<file path="config.mk">
export PLATFORM = sky130hd
export DESIGN_NAME = quadrature_encoder_speed_meter_unit_flat
export DESIGN_NICKNAME = d
export VERILOG_FILES = /design/src/rtl/core/qesm_pkg.sv /design/src/rtl/core/qesm_if.sv /design/src/rtl/core/qesm_cfg.sv /design/src/rtl/core/qesm_div.sv /design/src/rtl/core/quadrature_encoder_speed_meter_unit.sv /design/src/flat_wrapper.sv
export SDC_FILE = /design/constraint.sdc
export NUM_CORES = 1
export LEC_CHECK = 0
export ABC_AREA = 1
export BUFFER_PORTS_ARGS = -buffer_cell sky130_fd_sc_hd__buf_2
export CAP_MARGIN = 20
export CORE_ASPECT_RATIO = 0.8
export CORE_UTILIZATION = 45
export CTS_CLUSTER_SIZE = 10
export DETAILED_ROUTE_END_ITERATION = 10
export REMOVE_ABC_BUFFERS = 1
export SLEW_MARGIN = 5
export SYNTH_ARGS = -nofsm -noshare
export SYNTH_HDL_FRONTEND = slang
export SYNTH_SLANG_ARGS = --single-unit
</file>
<file path="constraint.sdc">
create_clock -name clk -period 7.8 [get_ports clk]
set_input_delay 0.78 -clock clk [delete_from_list [all_inputs] [get_ports clk]]
set_output_delay 0.78 -clock clk [all_outputs]
set_load 0.005 [all_outputs]
</file>
<file path="src/rtl/core/qesm_pkg.sv">
// Shared types, widths and constants of the quadrature encoder speed meter.
package qesm_pkg;

  // Time counter width (valid range 16..64).
  localparam int TIME_BITS = 32;

  localparam int LPT_W      = 8;
  localparam int SCALE_W    = 20;
  localparam int TIMEOUT_W  = 16;
  localparam int PERIOD_W   = 8;
  localparam int CFG_DATA_W = 20;
  localparam int CFG_IDX_W  = 2;

  localparam int SPEED_W    = 21;
  localparam int TICK_W     = 32;
  localparam int DIVISOR_W  = LPT_W + SCALE_W;
  localparam int DIV_CNT_W  = $clog2(SCALE_W);
  localparam int CMP_W      = TIME_BITS + SCALE_W;

  // Register indexes.
  localparam logic [CFG_IDX_W-1:0] CFG_LINES_PER_TURN = 2'd0;
  localparam logic [CFG_IDX_W-1:0] CFG_SPEED_SCALE    = 2'd1;
  localparam logic [CFG_IDX_W-1:0] CFG_STOP_TIMEOUT   = 2'd2;
  localparam logic [CFG_IDX_W-1:0] CFG_SAMPLE_PERIOD  = 2'd3;

  // Register reset values.
  localparam logic [LPT_W-1:0]     RST_LINES_PER_TURN = 8'd24;
  localparam logic [SCALE_W-1:0]   RST_SPEED_SCALE    = 20'd100000;
  localparam logic [TIMEOUT_W-1:0] RST_STOP_TIMEOUT   = 16'd100;
  localparam logic [PERIOD_W-1:0]  RST_SAMPLE_PERIOD  = 8'd3;

  // Both lines toggled in one sample.
  localparam logic [1:0] CHG_BOTH = 2'b11;
  localparam logic [1:0] CHG_NONE = 2'b00;

  typedef struct packed {
    logic [LPT_W-1:0]     lines_per_turn;
    logic [SCALE_W-1:0]   speed_scale;
    logic [TIMEOUT_W-1:0] stop_timeout_ms;
    logic [PERIOD_W-1:0]  sample_period_ms;
  } qesm_cfg_t;

  typedef struct packed {
    logic busy;
    logic done;
  } qesm_div_stat_t;

  typedef enum logic [2:0] {
    ST_IDLE,
    ST_EVAL,
    ST_MUL,
    ST_START,
    ST_DIV,
    ST_EMIT
  } qesm_state_t;

endpackage

</file>
<file path="src/rtl/core/qesm_if.sv">
// Valid/ready channel interfaces for encoder samples and speed results.
interface qesm_in_if;
  logic valid;
  logic ready;
  logic line_a;
  logic line_b;
  modport source (output valid, output line_a, output line_b, input ready);
  modport sink   (input valid, input line_a, input line_b, output ready);
endinterface

interface qesm_out_if;
  logic                              valid;
  logic                              ready;
  logic signed [qesm_pkg::SPEED_W-1:0] speed;
  logic                              overspeed;
  logic [qesm_pkg::TICK_W-1:0]       tick_count;
  modport source (output valid, output speed, output overspeed, output tick_count,
                  input ready);
  modport sink   (input valid, input speed, input overspeed, input tick_count,
                  output ready);
endinterface

</file>
<file path="src/rtl/core/qesm_cfg.sv">
// Configuration register file of the speed meter.
module qesm_cfg (
  input  logic                                clk,
  input  logic                                rst_n,
  input  logic                                we,
  input  logic [qesm_pkg::CFG_IDX_W-1:0]      idx,
  input  logic [qesm_pkg::CFG_DATA_W-1:0]     wdata,
  output qesm_pkg::qesm_cfg_t                 cfg
);

  qesm_pkg::qesm_cfg_t cfg_r;
  qesm_pkg::qesm_cfg_t cfg_nxt;

  always_comb begin
    cfg_nxt = cfg_r;
    if (we) begin
      case (idx)
        qesm_pkg::CFG_LINES_PER_TURN:
          cfg_nxt.lines_per_turn = wdata[qesm_pkg::LPT_W-1:0];
        qesm_pkg::CFG_SPEED_SCALE:
          cfg_nxt.speed_scale = wdata[qesm_pkg::SCALE_W-1:0];
        qesm_pkg::CFG_STOP_TIMEOUT:
          cfg_nxt.stop_timeout_ms = wdata[qesm_pkg::TIMEOUT_W-1:0];
        qesm_pkg::CFG_SAMPLE_PERIOD:
          cfg_nxt.sample_period_ms = wdata[qesm_pkg::PERIOD_W-1:0];
        default: cfg_nxt = cfg_r;
      endcase
    end
  end

  always_ff @(posedge clk) begin
    if (!rst_n) begin
      cfg_r.lines_per_turn   <= qesm_pkg::RST_LINES_PER_TURN;
      cfg_r.speed_scale      <= qesm_pkg::RST_SPEED_SCALE;
      cfg_r.stop_timeout_ms  <= qesm_pkg::RST_STOP_TIMEOUT;
      cfg_r.sample_period_ms <= qesm_pkg::RST_SAMPLE_PERIOD;
    end else begin
      cfg_r <= cfg_nxt;
    end
  end

  assign cfg = cfg_r;

endmodule

</file>
<file path="src/rtl/core/qesm_div.sv">
// Restoring serial divider, one quotient bit per cycle.
module qesm_div (
  input  logic                                clk,
  input  logic                                rst_n,
  input  logic                                start,
  input  logic [qesm_pkg::SCALE_W-1:0]        dividend,
  input  logic [qesm_pkg::DIVISOR_W-1:0]      divisor,
  output logic [qesm_pkg::SCALE_W-1:0]        quotient,
  output qesm_pkg::qesm_div_stat_t            stat
);

  logic [qesm_pkg::SCALE_W-1:0]   num_r, num_nxt;
  logic [qesm_pkg::DIVISOR_W-1:0] dvs_r, dvs_nxt;
  logic [qesm_pkg::DIVISOR_W-1:0] rem_r, rem_nxt;
  logic [qesm_pkg::DIV_CNT_W-1:0] cnt_r, cnt_nxt;
  logic                           busy_r, busy_nxt;
  logic                           done_r, done_nxt;

  logic [qesm_pkg::DIVISOR_W:0]   trial;
  logic [qesm_pkg::DIVISOR_W:0]   diff;
  logic                           ge;

  always_comb begin
    trial = {rem_r, num_r[qesm_pkg::SCALE_W-1]};
    diff  = trial - {1'b0, dvs_r};
    ge    = (trial >= {1'b0, dvs_r});
  end

  always_comb begin
    num_nxt  = num_r;
    dvs_nxt  = dvs_r;
    rem_nxt  = rem_r;
    cnt_nxt  = cnt_r;
    busy_nxt = busy_r;
    done_nxt = 1'b0;
    if (start) begin
      num_nxt  = dividend;
      dvs_nxt  = divisor;
      rem_nxt  = '0;
      cnt_nxt  = qesm_pkg::DIV_CNT_W'(qesm_pkg::SCALE_W - 1);
      busy_nxt = 1'b1;
    end else if (busy_r) begin
      // shift the next dividend bit in, subtract when it fits
      rem_nxt = ge ? diff[qesm_pkg::DIVISOR_W-1:0] : trial[qesm_pkg::DIVISOR_W-1:0];
      num_nxt = {num_r[qesm_pkg::SCALE_W-2:0], ge};
      cnt_nxt = cnt_r - 1'b1;
      if (cnt_r == '0) begin
        busy_nxt = 1'b0;
        done_nxt = 1'b1;
      end
    end
  end

  always_ff @(posedge clk) begin
    if (!rst_n) begin
      busy_r <= 1'b0;
      done_r <= 1'b0;
    end else begin
      busy_r <= busy_nxt;
      done_r <= done_nxt;
    end
  end

  always_ff @(posedge clk) begin
    num_r <= num_nxt;
    dvs_r <= dvs_nxt;
    rem_r <= rem_nxt;
    cnt_r <= cnt_nxt;
  end

  assign quotient  = num_r;
  assign stat.busy = busy_r;
  assign stat.done = done_r;

endmodule

</file>
<file path="src/rtl/core/quadrature_encoder_speed_meter_unit.sv">
// Top level of the quadrature encoder speed meter: sequencer, state and output register.
// A single-line change within the scale passes through the evaluate, multiply, start
// and divide states, the divide run by the serial divider (one quotient bit per cycle);
// every other sample goes from evaluate straight to emit. One sample is in work at a
// time: no new sample is taken until the last is emitted, and emit waits on the sink.
// Reset (rst_n, synchronous, active low) loads register defaults and clears the control and tracking state.
module quadrature_encoder_speed_meter_unit (
  input  logic                            clk,
  input  logic                            rst_n,
  qesm_in_if.sink                         in_ch,
  qesm_out_if.source                      out_ch,
  input  logic                            cfg_we,
  input  logic [qesm_pkg::CFG_IDX_W-1:0]  cfg_idx,
  input  logic [qesm_pkg::CFG_DATA_W-1:0] cfg_wdata
);

  localparam int TB = qesm_pkg::TIME_BITS;
  localparam int SW = qesm_pkg::SCALE_W;

  qesm_pkg::qesm_cfg_t      cfg;
  qesm_pkg::qesm_div_stat_t div_stat;
  logic [SW-1:0]            div_q;

  qesm_pkg::qesm_state_t state_r, state_nxt;

  // Encoder tracking state
  logic [1:0]                          last_lines_r, last_lines_nxt;
  logic [TB-1:0]                       last_chg_r, last_chg_nxt;
  logic [TB-1:0]                       time_now_r, time_now_nxt;
  logic [qesm_pkg::TICK_W-1:0]         edge_r, edge_nxt;
  logic signed [qesm_pkg::SPEED_W-1:0] speed_r, speed_nxt;
  logic                                ovs_r, ovs_nxt;

  // Per-sample working registers
  logic [1:0]                          lines_r, lines_nxt;
  logic [TB-1:0]                       now_r, now_nxt;
  logic                                rev_r, rev_nxt;
  logic [SW-1:0]                       dlt_r, dlt_nxt;
  logic [qesm_pkg::DIVISOR_W-1:0]      divisor_r, divisor_nxt;

  // Output register
  logic                                out_valid_r, out_valid_nxt;
  logic signed [qesm_pkg::SPEED_W-1:0] out_speed_r, out_speed_nxt;
  logic                                out_ovs_r, out_ovs_nxt;
  logic [qesm_pkg::TICK_W-1:0]         out_tick_r, out_tick_nxt;

  // Control outputs of the sequencer
  logic in_ready;
  logic div_start;
  logic out_load;

  // Evaluation terms
  logic [TB-1:0]                  delta;
  logic [qesm_pkg::CMP_W-1:0]     delta_ext;
  logic [qesm_pkg::CMP_W-1:0]     scale_ext;
  logic [qesm_pkg::CMP_W-1:0]     timeout_ext;
  logic [1:0]                     changed;
  logic                           same_time;
  logic                           reverse;
  logic [qesm_pkg::LPT_W-1:0]     res;
  logic [qesm_pkg::DIVISOR_W-1:0] product;

  qesm_cfg u_cfg (
    .clk   (clk),
    .rst_n (rst_n),
    .we    (cfg_we),
    .idx   (cfg_idx),
    .wdata (cfg_wdata),
    .cfg   (cfg)
  );

  qesm_div u_div (
    .clk      (clk),
    .rst_n    (rst_n),
    .start    (div_start),
    .dividend (cfg.speed_scale),
    .divisor  (divisor_r),
    .quotient (div_q),
    .stat     (div_stat)
  );

  // Elapsed time wraps with the counter; compares run in a width that holds both sides.
  always_comb begin
    delta       = now_r - last_chg_r;
    delta_ext   = {{SW{1'b0}}, delta};
    scale_ext   = {{TB{1'b0}}, cfg.speed_scale};
    timeout_ext = qesm_pkg::CMP_W'(cfg.stop_timeout_ms);
    changed     = lines_r ^ last_lines_r;
    same_time   = (now_r == last_chg_r);
    // reverse direction on 0->1, 1->3, 3->2, 2->0 (lines coded A + 2*B)
    reverse     = ((last_lines_r == 2'd0) && (lines_r == 2'd1)) ||
                  ((last_lines_r == 2'd1) && (lines_r == 2'd3)) ||
                  ((last_lines_r == 2'd3) && (lines_r == 2'd2)) ||
                  ((last_lines_r == 2'd2) && (lines_r == 2'd0));
    // a resolution of zero counts as one
    res         = (cfg.lines_per_turn == '0) ? qesm_pkg::LPT_W'(1) : cfg.lines_per_turn;
    product     = qesm_pkg::DIVISOR_W'(res) * qesm_pkg::DIVISOR_W'(dlt_r);
  end

  // Next-state logic
  always_comb begin
    state_nxt = state_r;
    case (state_r)
      qesm_pkg::ST_IDLE: begin
        if (in_ch.valid) state_nxt = qesm_pkg::ST_EVAL;
      end
      qesm_pkg::ST_EVAL: begin
        if (!same_time && (changed != qesm_pkg::CHG_NONE) &&
            (changed != qesm_pkg::CHG_BOTH) && (delta_ext <= scale_ext)) begin
          state_nxt = qesm_pkg::ST_MUL;
        end else begin
          state_nxt = qesm_pkg::ST_EMIT;
        end
      end
      qesm_pkg::ST_MUL:   state_nxt = qesm_pkg::ST_START;
      qesm_pkg::ST_START: state_nxt = qesm_pkg::ST_DIV;
      qesm_pkg::ST_DIV: begin
        if (div_stat.done) state_nxt = qesm_pkg::ST_EMIT;
      end
      qesm_pkg::ST_EMIT: begin
        if (!out_valid_r || out_ch.ready) state_nxt = qesm_pkg::ST_IDLE;
      end
      default: state_nxt = qesm_pkg::ST_IDLE;
    endcase
  end

  // Sequencer outputs
  always_comb begin
    in_ready  = 1'b0;
    div_start = 1'b0;
    out_load  = 1'b0;
    case (state_r)
      qesm_pkg::ST_IDLE:  in_ready  = 1'b1;
      qesm_pkg::ST_START: div_start = 1'b1;
      qesm_pkg::ST_EMIT:  out_load  = !out_valid_r || out_ch.ready;
      default: begin
        in_ready  = 1'b0;
        div_start = 1'b0;
        out_load  = 1'b0;
      end
    endcase
  end

  // Datapath
  always_comb begin
    last_lines_nxt = last_lines_r;
    last_chg_nxt   = last_chg_r;
    time_now_nxt   = time_now_r;
    edge_nxt       = edge_r;
    speed_nxt      = speed_r;
    ovs_nxt        = ovs_r;
    lines_nxt      = lines_r;
    now_nxt        = now_r;
    rev_nxt        = rev_r;
    dlt_nxt        = dlt_r;
    divisor_nxt    = divisor_r;
    out_valid_nxt  = out_valid_r;
    out_speed_nxt  = out_speed_r;
    out_ovs_nxt    = out_ovs_r;
    out_tick_nxt   = out_tick_r;

    // drop the result once the sink takes the transaction
    if (out_valid_r && out_ch.ready) out_valid_nxt = 1'b0;

    // capture the sample and its timestamp; advance the clock on every sample
    if (in_ready && in_ch.valid) begin
      lines_nxt    = {in_ch.line_b, in_ch.line_a};
      now_nxt      = time_now_r;
      time_now_nxt = time_now_r + TB'(cfg.sample_period_ms);
    end

    if (state_r == qesm_pkg::ST_EVAL && !same_time) begin
      if (changed == qesm_pkg::CHG_BOTH) begin
        ovs_nxt        = 1'b1;
        edge_nxt       = edge_r + qesm_pkg::TICK_W'(2);
        speed_nxt      = '0;
        last_lines_nxt = lines_r;
        last_chg_nxt   = now_r;
      end else if (changed != qesm_pkg::CHG_NONE) begin
        ovs_nxt        = 1'b0;
        edge_nxt       = edge_r + qesm_pkg::TICK_W'(1);
        rev_nxt        = reverse;
        dlt_nxt        = delta_ext[SW-1:0];
        last_lines_nxt = lines_r;
        last_chg_nxt   = now_r;
        // an elapsed time beyond the scale gives a zero quotient
        if (delta_ext > scale_ext) speed_nxt = '0;
      end else if (delta_ext > timeout_ext) begin
        ovs_nxt      = 1'b0;
        speed_nxt    = '0;
        last_chg_nxt = now_r;
      end
    end

    if (state_r == qesm_pkg::ST_MUL) divisor_nxt = product;

    if (state_r == qesm_pkg::ST_DIV && div_stat.done) begin
      speed_nxt = rev_r ? -$signed({1'b0, div_q}) : $signed({1'b0, div_q});
    end

    if (out_load) begin
      out_valid_nxt = 1'b1;
      out_speed_nxt = speed_r;
      out_ovs_nxt   = ovs_r;
      out_tick_nxt  = edge_r;
    end
  end

  always_ff @(posedge clk) begin
    if (!rst_n) begin
      state_r      <= qesm_pkg::ST_IDLE;
      last_lines_r <= '0;
      last_chg_r   <= '0;
      time_now_r   <= '0;
      edge_r       <= '0;
      speed_r      <= '0;
      ovs_r        <= 1'b0;
      out_valid_r  <= 1'b0;
    end else begin
      state_r      <= state_nxt;
      last_lines_r <= last_lines_nxt;
      last_chg_r   <= last_chg_nxt;
      time_now_r   <= time_now_nxt;
      edge_r       <= edge_nxt;
      speed_r      <= speed_nxt;
      ovs_r        <= ovs_nxt;
      out_valid_r  <= out_valid_nxt;
    end
  end

  always_ff @(posedge clk) begin
    lines_r     <= lines_nxt;
    now_r       <= now_nxt;
    rev_r       <= rev_nxt;
    dlt_r       <= dlt_nxt;
    divisor_r   <= divisor_nxt;
    out_speed_r <= out_speed_nxt;
    out_ovs_r   <= out_ovs_nxt;
    out_tick_r  <= out_tick_nxt;
  end

  assign in_ch.ready       = in_ready;
  assign out_ch.valid      = out_valid_r;
  assign out_ch.speed      = out_speed_r;
  assign out_ch.overspeed  = out_ovs_r;
  assign out_ch.tick_count = out_tick_r;

  // The divider runs only while the sequencer waits on it.
  a_div_idle: assert property (@(posedge clk) disable iff (!rst_n)
    (state_r == qesm_pkg::ST_IDLE) |-> !div_stat.busy)
    else $error("divider busy while sequencer idle");

  // A completed division is seen only in the divide state.
  a_div_done: assert property (@(posedge clk) disable iff (!rst_n)
    div_stat.done |-> (state_r == qesm_pkg::ST_DIV))
    else $error("divider finished outside the divide state");

  // An accepted sample moves straight to evaluation.
  a_accept_eval: assert property (@(posedge clk) disable iff (!rst_n)
    (in_ch.valid && in_ch.ready) |=> (state_r == qesm_pkg::ST_EVAL))
    else $error("accepted transaction not evaluated");

  // Overspeed always comes with a zero speed.
  a_ovs_zero: assert property (@(posedge clk) disable iff (!rst_n)
    (out_valid_r && out_ovs_r) |-> (out_speed_r == '0))
    else $error("overspeed result with nonzero speed");

endmodule

</file>
<file path="src/flat_wrapper.sv">
// flat-port wrapper written by rule: the top's interface ports become plain ports
module quadrature_encoder_speed_meter_unit_flat 
  (clk, rst_n, cfg_we, cfg_idx, cfg_wdata, in_ch_valid, in_ch_line_a, in_ch_line_b, in_ch_ready, out_ch_valid, out_ch_speed, out_ch_overspeed, out_ch_tick_count, out_ch_ready);
  qesm_in_if in_ch_i ();
  qesm_out_if out_ch_i ();
  input  logic clk;
  input  logic rst_n;
  input  logic cfg_we;
  input  logic [qesm_pkg::CFG_IDX_W-1:0] cfg_idx;
  input  logic [qesm_pkg::CFG_DATA_W-1:0] cfg_wdata;
  input wire logic [$bits(in_ch_i.valid)-1:0] in_ch_valid;
  input wire logic [$bits(in_ch_i.line_a)-1:0] in_ch_line_a;
  input wire logic [$bits(in_ch_i.line_b)-1:0] in_ch_line_b;
  output wire logic [$bits(in_ch_i.ready)-1:0] in_ch_ready;
  output wire logic [$bits(out_ch_i.valid)-1:0] out_ch_valid;
  output wire logic [$bits(out_ch_i.speed)-1:0] out_ch_speed;
  output wire logic [$bits(out_ch_i.overspeed)-1:0] out_ch_overspeed;
  output wire logic [$bits(out_ch_i.tick_count)-1:0] out_ch_tick_count;
  input wire logic [$bits(out_ch_i.ready)-1:0] out_ch_ready;
  assign in_ch_i.valid = in_ch_valid;
  assign in_ch_i.line_a = in_ch_line_a;
  assign in_ch_i.line_b = in_ch_line_b;
  assign in_ch_ready = in_ch_i.ready;
  assign out_ch_valid = out_ch_i.valid;
  assign out_ch_speed = out_ch_i.speed;
  assign out_ch_overspeed = out_ch_i.overspeed;
  assign out_ch_tick_count = out_ch_i.tick_count;
  assign out_ch_i.ready = out_ch_ready;
  quadrature_encoder_speed_meter_unit u_core (.clk(clk), .rst_n(rst_n), .in_ch(in_ch_i), .out_ch(out_ch_i), .cfg_we(cfg_we), .cfg_idx(cfg_idx), .cfg_wdata(cfg_wdata));
endmodule
</file>
==> flow_results.org, run 1 <==
** Status
- Outcome :: completed

** Place
- Once placement finished, the instance area stood at 26710 µm².
- Count of placed standard cells including taps :: 4044
- In this run the tool buffered the top-level ports with 84 buffer cells.
- At the end of routability-driven placement, the weighted congestion stood at 0.8928.
- The HPWL after detailed placement is 49.09 mm.

** Route
- After detailed routing, the number of vias per cell comes to 5.083.
- # DRC :: 0
- DRT Pass-1 Iters :: 6
- Initial DRC Count :: 1546
- The detailed router placed 21010 vias in this run.
- Avg WL per Cell :: 15.62 µm
- Detail Route Antenna Nets :: 0
- Wires add up to 64.55 mm.

** Timing
- At the pin with the least slew margin, the transition time is 1.048 ns.
- Relative slew slack :: 0.2994
- Hold is met by 0.3727 ns.
- Aggregate negative setup slack :: 0 ns
- Min Tclk post-route :: 5.853 ns
- The number of max-slew violations in the final report came to 0.
- Maximum frequency from static timing analysis :: 0.1708 GHz
- Dividing the final minimum period by the clock period gives 0.7504.
- Worst-case clock skew :: 0.02452 ns
- Total setup violations reported at the end of the flow :: 0
- Setup repair after global routing left no endpoint under its margin.
- The final hold violation count is 0.

** Critical path
- Startpoint of the worst setup timing path :: u_core.u_cfg.cfg[45]$_SDFFE_PN0P_
- In this design, the critical path's most frequently occurring cell is sky130_fd_sc_hd__inv_1.
- The signal on the critical path passes through or4_1, nor4_1, nor2_1, buf_4, nor2_1, fa_1, fa_1, inv_1, fa_1, inv_1, ha_1, a21oi_1, o21ai_0, inv_1, o221ai_1, a21oi_1, inv_1, a21oi_1, o21ai_0, nand3_1, nand2_1, xor2_1.
- Critical path launch point type :: flop
- Worst Path Arrival :: 6.19 ns
- Crit path buffers/inverters :: 5
- On the critical path, the stage with the largest delay is an instance of sky130_fd_sc_hd__or4_1.
- Startpoint of the lowest-slack register-to-register path :: u_core.u_cfg.cfg[45]$_SDFFE_PN0P_
- Highest cell delay on the worst timing path :: 0.61 ns
- Of all nets on the critical path, the largest fanout is 22.
- Crit path max-delay family :: adder cells
- Worst endpoint required time :: 8.14 ns
- Element type at the critical path end :: flop
- Critical path class :: reg2reg

** Logic synthesis
- In this run the mean area of a mapped cell was 7.783 µm².
- sky130_fd_sc_hd__edfxtp_1 takes more of the synthesized area than any other cell.
- Cells after Synth :: 3293
- Sequential element share of the synthesized area :: 0.3816
- After synthesis, the share of flip-flops with an asynchronous set or reset is 0.
- For this run, the number of Yosys warnings is 0.
- Synthesis inferred 396 register bits.
- Mapped Area :: 25630 µm²
- Leading post-synthesis cells by cell area :: sky130_fd_sc_hd__edfxtp_1 22%, sky130_fd_sc_hd__dfxtp_1 16%, sky130_fd_sc_hd__nand2_1 10%, sky130_fd_sc_hd__inv_1 10%, sky130_fd_sc_hd__fa_1 8.7%
- Yosys mapped a number of flops with a built-in enable equal to 185.
- The share of synthesized area in the top cell type comes to 0.2168.
- Number of distinct library cells after synthesis :: 49
- For this run, the leading register cell type out of synthesis is sky130_fd_sc_hd__dfxtp_1.

** GRT
- GRT Total Usage :: 0.2273
- The first global-routing pass estimated 105.5 mm of wire.
- Entering global routing, the biggest net connects 82 pins.
- After global routing the overflow that remains totals 0.
- The number of antenna violations at the first check in global routing came to 0.
- Vias in the first global route :: 20260

** Cells and area
- In the final layout, the share of cells above drive strength 1 is 0.05439.
- Relative to the synthesized area, the layout overhead comes to 9.818%.
- Non-filler instance count after layout :: 4133
- 0 antenna diodes ended up in the layout.
- At the end of the flow, the number of nets in the layout was 3641.
- Design Area, Final :: 28140 µm²
- The layout has 5368 filler cells.

** Clocking
- Clock-pin slew was measured on the worst setup and hold paths at 0.05 ns.
- Clock buffers created by TritonCTS :: 47
- Depth of the CTS H-tree :: 2
- Number of setup buffers added after CTS :: 0
- Root buf cell :: sky130_fd_sc_hd__clkbuf_16
- Clk_lat worst skew :: 0.59 ns
- Count of instances resized after the clock tree is built :: 0
- Maximum count of clock buffers along a single path :: 3
- TritonCTS built the clock tree.
- CTS Sinks :: 396
- After clock tree synthesis, the flow added hold-fix buffers numbering 0.

** Power
- Internal power comes to 5.264 mW.
- Leakage :: 13.45 nW
- Total power per unit cell area :: 327.4 nW/µm²
- Maximum resistive drop on vdd :: 0.1795 mV
- Sequential cell fraction of total power :: 0.299
- Net switching power :: 3.951 mW
- Pwr Total :: 9.215 mW
- Combinational Power Share :: 0.478
- Sw Share :: 0.4288
- Power share of the clock group :: 0.223

** Floorplan
- During I/O placement, the number of pins put on the boundary was 85.
- Count of standard-cell rows :: 77
- Die height :: 215.5 µm
- Core region area :: 55780 µm²
- Starting density of the core :: 0.4594
- Die Width :: 268.8 µm
- Full die area :: 57920 µm²

** Hold path
- In this run the worst hold path is classified as in2reg.
- The startpoint identified for the worst hold timing path is in_ch_line_b.

** Flow run
- Max-cap violations in this run came to 0.
-- Yosys cell counts (2+ instances only) --
library cell,count
sky130_fd_sc_hd__o221ai_1,5
sky130_fd_sc_hd__clkbuf_2,19
sky130_fd_sc_hd__and2_1,3
sky130_fd_sc_hd__nand3b_1,5
sky130_fd_sc_hd__buf_1,7
sky130_fd_sc_hd__nor3b_1,3
sky130_fd_sc_hd__nor2_2,7
sky130_fd_sc_hd__inv_1,680
sky130_fd_sc_hd__dfxtp_1,211
sky130_fd_sc_hd__fa_1,111
sky130_fd_sc_hd__ha_1,157
sky130_fd_sc_hd__nand3_2,2
sky130_fd_sc_hd__clkinv_1,2
sky130_fd_sc_hd__inv_2,5
sky130_fd_sc_hd__nor4_1,13
sky130_fd_sc_hd__and3_1,5
sky130_fd_sc_hd__xnor2_1,31
sky130_fd_sc_hd__nand3_1,160
sky130_fd_sc_hd__clkbuf_1,64
sky130_fd_sc_hd__a31oi_1,4
sky130_fd_sc_hd__nand4_1,22
sky130_fd_sc_hd__nand2_1,700
sky130_fd_sc_hd__o211ai_1,14
sky130_fd_sc_hd__o21a_1,7
sky130_fd_sc_hd__nor2_1,261
sky130_fd_sc_hd__o21bai_1,13
sky130_fd_sc_hd__a32o_1,8
sky130_fd_sc_hd__a21o_1,7
sky130_fd_sc_hd__a211oi_1,9
sky130_fd_sc_hd__xor2_1,47
sky130_fd_sc_hd__edfxtp_1,185
sky130_fd_sc_hd__buf_6,3
sky130_fd_sc_hd__buf_2,5
sky130_fd_sc_hd__a21oi_1,254
sky130_fd_sc_hd__nand2_2,3
sky130_fd_sc_hd__o22ai_1,9
sky130_fd_sc_hd__o21ai_0,174
sky130_fd_sc_hd__o21ai_1,2
sky130_fd_sc_hd__nor3_1,66
-- cells in the final DEF (no fill, tap or decap), types with 32 or more instances in the layout --
cell / netlist / routed
sky130_fd_sc_hd__o21ai_0: 174 / 174
sky130_fd_sc_hd__inv_1: 680 / 679
sky130_fd_sc_hd__dfxtp_1: 211 / 211
sky130_fd_sc_hd__clkbuf_16: 0 / 49
sky130_fd_sc_hd__clkbuf_1: 64 / 32
sky130_fd_sc_hd__nand2_1: 700 / 700
sky130_fd_sc_hd__edfxtp_1: 185 / 185
sky130_fd_sc_hd__a21oi_1: 254 / 254
sky130_fd_sc_hd__ha_1: 157 / 157
sky130_fd_sc_hd__nand3_1: 160 / 160
sky130_fd_sc_hd__xor2_1: 47 / 47
sky130_fd_sc_hd__buf_2: 5 / 83
sky130_fd_sc_hd__nor3_1: 66 / 63
sky130_fd_sc_hd__nor2_1: 261 / 260
sky130_fd_sc_hd__fa_1: 111 / 111
-- sequential cells by signal, indices dropped and copies added, names as in the netlist, 3 cells and up --
register	flops
u_core.u_div.rem_r	28
u_core.time_now_r	32
u_core.now_r	32
u_core.out_ch.speed	21
u_core.speed_r	21
u_core.edge_r	32
u_core.last_chg_r	32
u_core.divisor_r	28
u_core.u_div.dvs_r	28
u_core.u_div.cnt_r	5
u_core.dlt_r	20
u_core.u_cfg.cfg	52
u_core.state_r	3
u_core.out_ch.tick_count	32
u_core.u_div.quotient	20
-- metal layers --
layer  vias to the layer above  wire length, µm  track usage
li1                      10570                -            -
met1                      9802            32800       0.3472
met2                       559            26710       0.3342
met3                        77             3887      0.03503
met4                         0             1147      0.05303
met5                         -                0            0
-- through the flow --
| stage | setup slack [ns] | utilization |
|---|---|---|
| 4_1_cts | 1.952 | 0.5044 |
| 5_1_grt | 1.545 | 0.5045 |
| 2_1_floorplan | 0.2472 | - |
| 3_5_place_dp | 1.962 | 0.4788 |
| 3_3_place_gp | 2.021 | 0.4788 |
| 6_report | 1.947 | 0.5045 |
-- cell families (layout without fill, tap and decap cells) --
family                   after synthesis  in the layout  synth area share
AO/OA/AOI/OAI                        511            511            0.1084
XOR/XNOR                              78             78           0.02666
adder cells (fa/ha/maj)              268            268            0.1634
buffers and inverters                785            875            0.1170
flip-flops                           396            396            0.3816
AND/OR/NAND/NOR                     1255           1255            0.2030
-- power by group through the flow --
stage	sequential (mW)	combinational (mW)	clock [mW]
after global placement	2.79	4.29	0
after detailed placement	2.79	4.38	0
final	2.75	4.41	2.05
after floorplan	2.69	3.21	0
after global routing	2.78	5.06	2.19
after CTS	2.75	4.42	2.11
-- path summary, 6_finish.rpt --
| path | endpoint | slack [ns] | depth (start not counted) |
|---|---|---|---|
| setup / recovery | u_core.divisor_r[24]$_DFFE_PP_ | 1.95 | 22 |
| hold / removal | u_core.lines_r[1]$_DFFE_PP_ | 0.37 | 1 |
| setup reg to reg | u_core.divisor_r[24]$_DFFE_PP_ | 1.95 | 22 |
| hold reg to reg | u_core.u_div.dvs_r[16]$_DFFE_PP_ | 0.42 | 0 |
-- worst register-to-register path, stage by stage, from the launching register on --
cell	delay [ns]
sky130_fd_sc_hd__dfxtp_1	0.58
sky130_fd_sc_hd__or4_1	0.62
sky130_fd_sc_hd__nor4_1	0.24
sky130_fd_sc_hd__nor2_1	0.14
sky130_fd_sc_hd__buf_4	0.23
sky130_fd_sc_hd__nor2_1	0.14
sky130_fd_sc_hd__fa_1	0.44
sky130_fd_sc_hd__fa_1	0.48
sky130_fd_sc_hd__inv_1	0.05
sky130_fd_sc_hd__fa_1	0.52
sky130_fd_sc_hd__inv_1	0.04
sky130_fd_sc_hd__ha_1	0.35
sky130_fd_sc_hd__a21oi_1	0.23
sky130_fd_sc_hd__o21ai_0	0.10
sky130_fd_sc_hd__inv_1	0.08
sky130_fd_sc_hd__o221ai_1	0.13
sky130_fd_sc_hd__a21oi_1	0.40
sky130_fd_sc_hd__inv_1	0.09
sky130_fd_sc_hd__a21oi_1	0.23
sky130_fd_sc_hd__o21ai_0	0.21
sky130_fd_sc_hd__nand3_1	0.11
sky130_fd_sc_hd__nand2_1	0.06
sky130_fd_sc_hd__xor2_1	0.14
-- layout make-up --
cell class / instances / area (µm²) / share of cell area
clock buffer: 82 / 1360 / 0.04832
clock inverter: 6 / 67.56 / 0.002401
inverter: 687 / 2579 / 0.09162
multi-input combinational: 2112 / 12880 / 0.4575
sequential: 396 / 9779 / 0.3475
tap: 750 / 938.4 / 0.03334
timing repair buffer: 100 / 543.0 / 0.01929
(Power assumes the default switching activity.)
==> run 2: changes to the inputs <==
==> constraint.sdc (replaced) <==
create_clock -name clk -period 4.75 [get_ports clk]
set_input_delay 0.475 -clock clk [delete_from_list [all_inputs] [get_ports clk]]
set_output_delay 0.475 -clock clk [all_outputs]
set_load 0.005 [all_outputs]
==> flow_results.org, run 2 (synthesis gave the netlist of run 1 again) <==
** Status
- Outcome :: completed

** Cells and area
- Compared with the post-synthesis result, the final layout area differs by 14.45%.
- Number of flip-flops in the largest register :: 52
- In the final layout, the multi-input gates occupy 13370 µm².
- Counting the fill cells in the layout gives 5232.
- Highest-count cells in the layout ignoring fill and taps :: 697 x sky130_fd_sc_hd__nand2_1, 670 x sky130_fd_sc_hd__inv_1, 242 x sky130_fd_sc_hd__nor2_1, 240 x sky130_fd_sc_hd__a21oi_1, 209 x sky130_fd_sc_hd__dfxtp_1
- Of the cells placed in the final design, the portion with a size suffix greater than 1 is 0.1001.
- Most common library cell in the layout ignoring fill and taps :: sky130_fd_sc_hd__nand2_1
- Nets@finish :: 3725
- Combined flip-flop and latch cell area :: 9784 µm²
- 0 antenna diodes ended up in the layout.

** Critical path
- Crit path buffers/inverters :: 4
- Cell type with the highest occurrence count on the critical path :: sky130_fd_sc_hd__fa_1
- For this run, the slowest stage of the critical path takes 0.55 ns.
- Critical path class :: reg2reg
- The worst setup path is launched from a flop.
- Worst Path Arrival :: 5.07 ns
- The slowest stage of the critical path belongs to the cell sky130_fd_sc_hd__or4_4.
- Of all nets on the critical path, the largest fanout is 6.
- Crit path max-delay family :: adder cells
- Traced cell by cell, the critical path runs through or4_4, nor4_4, nor2_4, buf_6, nor2_4, fa_1, fa_1, inv_2, fa_1, inv_2, ha_4, a21oi_1, o21ai_2, a21oi_2, inv_1, a21oi_2, o21ai_2, nand3_1, nand2_1, xor2_1.
- Worst endpoint required time :: 5.08 ns
- Element type at the critical path end :: flop

** Floorplan
- The total area inside the core boundary comes to 55780 µm².
- Die height :: 215.5 µm
- Boundary pin count :: 85
- The floorplan has 77 rows.
- The floorplan step defined a die boundary enclosing 57920 µm².
- The initial utilization of the core area, before any placement, comes to 0.4594.
- Die Width :: 268.8 µm

** Clocking
- The tree built by TritonCTS fans out to 396 sinks.
- After clock tree synthesis, the clock-pin slew on the worst setup and hold paths is 0.06 ns.
- Maximum count of clock buffers along a single path :: 3
- Root buf cell :: sky130_fd_sc_hd__clkbuf_16
- Clk_lat worst skew :: 0.60 ns
- Clock tree from TritonCTS :: yes
- The H-tree generated during clock tree synthesis spans 2 levels.
- TritonCTS created 47 clock buffers.
- Hold-fix buffers at CTS :: 0

** Power
- Across the VDD grid, the largest voltage drop is 0.4854 mV.
- Leakage :: 13.90 nW
- Power spread over the standard cell area amounts to 576.1 nW/µm².

** Timing
- Setup repair after global routing could not meet its margin everywhere.
- Maximum frequency from static timing analysis :: 0.2108 GHz
- At the pin with the least slew margin, the transition time is 1.031 ns.
- Relative slew slack :: 0.3107
- Across all hold checks on the routed design, the worst slack comes to 0.04719 ns.
- The routed design could run at a clock period as short as 4.744 ns.
- Setup WS post-layout :: 0.006085 ns
- Setup violations remaining at the end of the flow were counted as 0.
- Final Hold Vio Count :: 0
- Clock skew on the completed layout was measured at 0.03336 ns.
- The number of max-slew violations in the final report is 0.
- Of the available clock period, the critical path in the final layout requires 0.9987.

** Route
- DRT Pass-1 Iters :: 5
- In the routed layout, each cell is associated on average with a via count of 5.024.
- Summed over all layers, the routed wires come to 64.19 mm.
- In the routed design, unresolved DRC markers number 0.
- In the final routed layout, each cell accounts on average for 15.23 µm.
- Summing over every cut layer, the via total after detailed routing is 21180.
- After the first detailed-routing iteration, the DRC count stood at 1491.
- The count of nets left with antenna violations once routing finished came out at 0.

** GRT
- Maximum number of pins on one net before global-route repair :: 82
- GRT Total Usage :: 0.2219
- Initial antenna violation count :: 0
- Gr ovfl total :: 0
- The number of global-route vias before repair is 20080.
- The first global-routing pass estimated 103.5 mm of wire.

** Place
- Routability-driven placement finished with a final weighted congestion of 0.9182.
- Number of port buffers :: 84
- At the placement stage, the worst setup path has a slack of -0.3236 ns.
- Detailed placement ended at an HPWL of 49.50 mm.

** Hold path
- In this run the worst hold path is classified as in2reg.

** Flow run
- Across the run, the number of max-cap violations was 0.
run 2: cell count changes in the layout (fill, tap and decap cells not counted), sizes merged:
cell | previous run | this run
clkinv | 7 | 8
clkbuf | 83 | 80
buf | 99 | 184
run 2: through the flow:
stage               power (mW)    util  std cells  setup TNS [ns]  instance area (µm²)
floorplan                9.690       -       3195         -150.63                25210
global placement         12.25  0.4891       4117          -1.323                27280
detailed placement       12.41  0.4891       4117          -1.610                27280
CTS                      16.13  0.5185       4206       -0.005278                28930
global route             18.32  0.5258       4216          -1.255                29330
finish                   16.90  0.5258       4216               0                29330
run 2: path summary, 6_finish.rpt:
kind	startpoint	to	slack, ns	depth (start not counted)
worst max-delay path	u_core.u_cfg.cfg[47]$_SDFFE_PN1P_	u_core.divisor_r[24]$_DFFE_PP_	0.006	20
worst min-delay path	in_ch_line_b	u_core.lines_r[1]$_DFFE_PP_	0.05	1
worst max register to register	u_core.u_cfg.cfg[47]$_SDFFE_PN1P_	u_core.divisor_r[24]$_DFFE_PP_	0.006	20
worst min register to register	u_core.divisor_r[3]$_DFFE_PP_	u_core.u_div.dvs_r[3]$_DFFE_PP_	0.40	0
run 2: worst register-to-register path, cell delays in order (launching register included):
cell and delay (ns):
sky130_fd_sc_hd__dfxtp_2 0.33, sky130_fd_sc_hd__or4_4 0.55, sky130_fd_sc_hd__nor4_4 0.26, sky130_fd_sc_hd__nor2_4 0.12, sky130_fd_sc_hd__buf_6 0.17, sky130_fd_sc_hd__nor2_4 0.08, sky130_fd_sc_hd__fa_1 0.43, sky130_fd_sc_hd__fa_1 0.50
sky130_fd_sc_hd__inv_2 0.04, sky130_fd_sc_hd__fa_1 0.54, sky130_fd_sc_hd__inv_2 0.05, sky130_fd_sc_hd__ha_4 0.25, sky130_fd_sc_hd__a21oi_1 0.25, sky130_fd_sc_hd__o21ai_2 0.12, sky130_fd_sc_hd__a21oi_2 0.20, sky130_fd_sc_hd__inv_1 0.08
sky130_fd_sc_hd__a21oi_2 0.17, sky130_fd_sc_hd__o21ai_2 0.10, sky130_fd_sc_hd__nand3_1 0.07, sky130_fd_sc_hd__nand2_1 0.06, sky130_fd_sc_hd__xor2_1 0.14
run 2: cell type report:
type | count | share of cell area
Multi-Input combinational cell | 2112 | 0.4558
Sequential cell | 396 | 0.3336
Inverter | 687 | 0.08792
Clock buffer | 80 | 0.04505
Timing Repair Buffer | 184 | 0.04240
Tap cell | 750 | 0.03199
Clock inverter | 7 | 0.003285
run 2: repair_timing:
action / CTS / global route
gates resized for setup: 42 / 75
buffers inserted: 2 / 10
pin swaps: 12 / 39
endpoints found under the setup margin: 13 / 15
run 2: routing by layer:
metal | up-vias | share of wire | global-route usage
met2 | 522 | 0.42 | 0.3298
met1 | 9866 | 0.51 | 0.3380
met4 | 0 | 0.018 | 0.05246
met5 | - | 0 | 0
met3 | 79 | 0.055 | 0.03069
li1 | 10710 | - | -
run 2: report_power, final:
part	leakage, nW	switching (mW)	internal [mW]
clock	0.673	1.41	1.90
combinational	9.79	5.34	3.83
sequential	3.44	0.278	4.14
total	13.9	7.03	9.87
